[src/sv/salts_ram.sv]
// ----------------------------------------------------------------------------
// salts_ram: generic simple dual-port RAM
// One write port and one read port, read data registered.
// ----------------------------------------------------------------------------
`default_nettype none

module salts_ram #(
    parameter int WIDTH = 8,
    parameter int DEPTH = 16
) (
    input  wire logic                               clk,
    input  wire logic                               we,
    input  wire logic [((DEPTH > 1) ? $clog2(DEPTH) : 1)-1:0] waddr,
    input  wire logic [WIDTH-1:0]                   wdata,
    input  wire logic                               re,
    input  wire logic [((DEPTH > 1) ? $clog2(DEPTH) : 1)-1:0] raddr,
    output logic      [WIDTH-1:0]                   rdata
);

    logic [WIDTH-1:0] mem [DEPTH];

    // write port
    always_ff @(posedge clk)
    begin
        if (we)
        begin
            mem[waddr] <= wdata;
        end
    end

    // registered read, holds while re is low
    always_ff @(posedge clk)
    begin
        if (re)
        begin
            rdata <= mem[raddr];
        end
    end

endmodule

`default_nettype wire

[config.mk]
export PLATFORM = sky130hd
export DESIGN_NAME = salts_ram
export DESIGN_NICKNAME = d
export VERILOG_FILES = /design/src/sv/salts_ram.sv
export SDC_FILE = /design/constraint.sdc
export NUM_CORES = 1
export LEC_CHECK = 0
export BUFFER_PORTS_ARGS = -buffer_cell sky130_fd_sc_hd__buf_2
export CELL_PAD_IN_SITES_DETAIL_PLACEMENT = 0
export CELL_PAD_IN_SITES_GLOBAL_PLACEMENT = 1
export CORE_UTILIZATION = 53
export CTS_CLUSTER_DIAMETER = 200
export DETAILED_ROUTE_END_ITERATION = 8
export PLACE_DENSITY_LB_ADDON = 0.2
export SLEW_MARGIN = 20
export SYNTH_ARGS = -nofsm -noshare
export SYNTH_HDL_FRONTEND = slang
export SYNTH_SLANG_ARGS = --single-unit
[constraint.sdc]
create_clock -name clk -period 2.05 [get_ports clk]
set_clock_uncertainty 0.2 [all_clocks]
set_input_delay 0.205 -clock clk [delete_from_list [all_inputs] [get_ports clk]]
set_output_delay 0.205 -clock clk [all_outputs]
set_load 0.03 [all_outputs]
Yosys cells after proc, flatten, opt, wreduce, memory -nomap -nowiden
Memories as Yosys holds them, arrays and structs flattened. A register that Yosys moved wholly into a read port is not among the register bits. Index checks and enable logic that the tools add are counted. Widths: inputs -> output; s select.

Memory bits (writable): 128. Output and inout port bits: 8. Memories kept: 1. Register bits after elaboration: 0.

Memories: mem (words 16, width 8, rd ports 1, clocked after Yosys merged registers in 1, wr ports 1, line 20) `logic [WIDTH-1:0] mem [DEPTH];`.

Muxes and demuxes: 2.

Operator list (count): $mux 1 (2).

Depth between registers and ports, before layout
Word-level depth: 2. Mapped depth: 5. Mapped depth without buffers: 3.

Worst setup path before layout
Ideal clock, no wire load.

Path kind: input to register. From: input waddr[2] (netlist bit). To: memory mem[0][0], enable pin. Cell stages on the path: 2. Library setup time: 383 ps. Path slack: 152 ps. Data arrival time: 1315 ps. Path buffers: 0. Required time: 1467 ps. Path through: or3b_2 nor3_1.

RTL lines: start, declared (line 13) `input wire logic [((DEPTH > 1) ? $clog2(DEPTH) : 1)-1:0] waddr,`; end, declared (line 20).

Straight into the memory's write port.

==> flow_metrics.tcl <==
set metrics [dict create \
    place.gp.congestion 0.726 \
    cp_max_fo 1 \
    first_global_vias 2606 \
    synth_area_mm2 0.00523 \
    diodes 0 \
    cp_data_arrival_time_ps 1780 \
    die_y_um 101 \
    die_x_um 101 \
    avgSynthCellArea_um2 22.8 \
    core_mm2 0.00942 \
    grt_usage 0.218 \
    relSlewSlack 0.750 \
    p_leak_nw 2.17 \
    synth_area_leaders "edfxtp_1 78%, mux4_2 7.8%, mux4_1 7.0%" \
    num-nets-final 313 \
    drive_above_1_share 0.316 \
    overflow 0 \
    vias 2521 \
    antenna_found_initial 0 \
    drt-total-wl_um 9800 \
    drtIter0Drc 200 \
    cts_buffers 17 \
    synthesis.nets 248 \
    layout_min_cycle_time_ps 1720 \
    path_class "reg2reg" \
    cts_setup_buffers 0 \
    reg2reg_slack_ps 330 \
    area_growth_syn_to_layout_pct 21.2 \
    netlist_instances 229 \
    rows 35 \
    finalSetupTns_ps 0 \
    routed_via_density 5.78 \
    ant_nets 0 \
    cts_root_buf "clkbuf_8" \
    io_buffer_count 26 \
    grt_pass1_wl_um 15100 \
    startpoint_type "flip-flop" \
    cap_violations 0 \
    initial_utilization 0.555 \
    synth_top_cell_by_area "edfxtp_1" \
    clk_path_buf_depth 2 \
    ys_ff_latch 136 \
    htreeDepth 4 \
    io_pins 27 \
    rsz0062_at_grt "false" \
    powerDensity_mw_per_mm2 1040 \
    cp.required_ps 2110 \
    finalHoldViolations 0 \
    first_pass_iters 4 \
    fmax_ghz 0.583 \
    worst_skew_pair.late_latency_ps 520 \
    fin_crit_sh 0.837 \
    drc 0 \
    grt_max_degree 33 \
    seq_area_frac_synth 0.781 \
    yosysUniqueCellTypes 18 \
    drv_slew 0 \
    outcome "complete, no violations" \
    critPathCaptureType "flip-flop" \
    wl_per_cell_um 22.5 \
    cts.sinks 136 \
    dp_hpwl_um 6020 \
    power_mw 6.59 \
    cts_tree "yes" \
    clkTransAtPathRegs_ps 60 \
    hold_path.class "in2reg" \
    tightest_slew_ps 375 \
    setup_viol 0 \
    ir_drop_uv 525 \
    dieArea_mm2 0.0103 \
    synth_top_area_share 0.781 \
    ys_warn_count 0 \
]
critical path: stages (launching register included):
cell and delay (ps):
edfxtp_1 360, mux4_1 500, a22oi_1 310, nand2_1 90
report_power, final:
part | total, mW | internal, mW | switching (mW)
sequential | 3.15 | 3.13 | 0.0172
combinational | 0.327 | 0.139 | 0.188
clock | 3.12 | 1.99 | 1.13
final cells by class:
class | instances | area, um2
Clock buffer | 18 | 418
Clock inverter | 14 | 200
Fill cell | 612 | 3080
Multi-Input combinational cell | 83 | 1060
Sequential cell | 136 | 4080
Tap cell | 129 | 161
Timing Repair Buffer | 56 | 415
path summary, 6_finish.rpt:
| path | cells past startpoint | end | start |
|---|---|---|---|
| max | 3 | rdata[0] | mem[1][0] |
| min reg2reg | 3 | rdata[5] | mem[10][5] |
| max reg2reg | 3 | rdata[0] | mem[1][0] |
| min | 3 | mem[4][6] | waddr[0] |
through the flow:
step,utilization,instance area (um2),hold WS (ps),setup WS [ps],std cells
4_1_cts,0.673,6340,31.8,284,436
5_1_grt,0.673,6340,48.2,249,436
3_3_place_gp,0.598,5630,396,71.4,395
6_report,0.673,6340,47.5,335,436
3_5_place_dp,0.598,5630,393,51.5,395
2_1_floorplan,-,5230,104,152,229
cell families (layout without fill, tap and decap cells):
group / count (synthesis) / in the layout / share of synthesized area
buffers and inverters: 10 / 88 / 0.0165
muxes: 32 / 32 / 0.148
DFF: 136 / 136 / 0.781
AOI/OAI and AO/OA: 16 / 16 / 0.0230
and+or+nand+nor: 35 / 35 / 0.0314
sequential cells by signal (all words and copies together) (netlist names):
register / cells
mem: 128
rdata: 8
cell usage after synthesis (all sizes together):
| master | n |
|---|---|
| edfxtp | 136 |
| mux4 | 32 |
| a22oi | 16 |
| nor2 | 13 |
| nand2 | 9 |
| buf | 7 |
| nor3 | 4 |
| clkdlybuf4s25 | 3 |
| nand2b | 2 |
| nand3b | 2 |
| and2 | 1 |
| and2b | 1 |
| nand3 | 1 |
| nor2b | 1 |
| or3b | 1 |
layer usage:
metal,up-vias,part of all wire,track usage,wire [um]
met5,-,0,0,0
met4,0,0.013,0.0903,127
met3,13,0.057,0.0518,555
met2,89,0.50,0.345,4900
met1,1304,0.43,0.296,4220
li1,1115,-,-,-
cells in the final DEF, fill, tap and decap left out:
master / instances
and2b_1: 1
nor2b_1: 1
a22oi_1: 16
nand3b_1: 2
nor2_1: 13
nand2b_1: 2
clkbuf_1: 1
nor3_1: 4
edfxtp_1: 136
buf_4: 18
nand2_1: 9
or3b_2: 1
buf_2: 26
dlygate4sd3_1: 9
clkbuf_8: 1
inv_6: 1
nand3_1: 1
buf_12: 3
mux4_1: 14
mux4_2: 18
and2_1: 1
clkinv_4: 7
clkbuf_16: 16
clkinv_2: 2
bufinv_16: 4
timing repair:
action,4_1_cts,5_1_grt
resized for setup,0,0
hold buffers,9,0
hold endpoints to repair,136,0
Power figures use the tool's default switching activity.
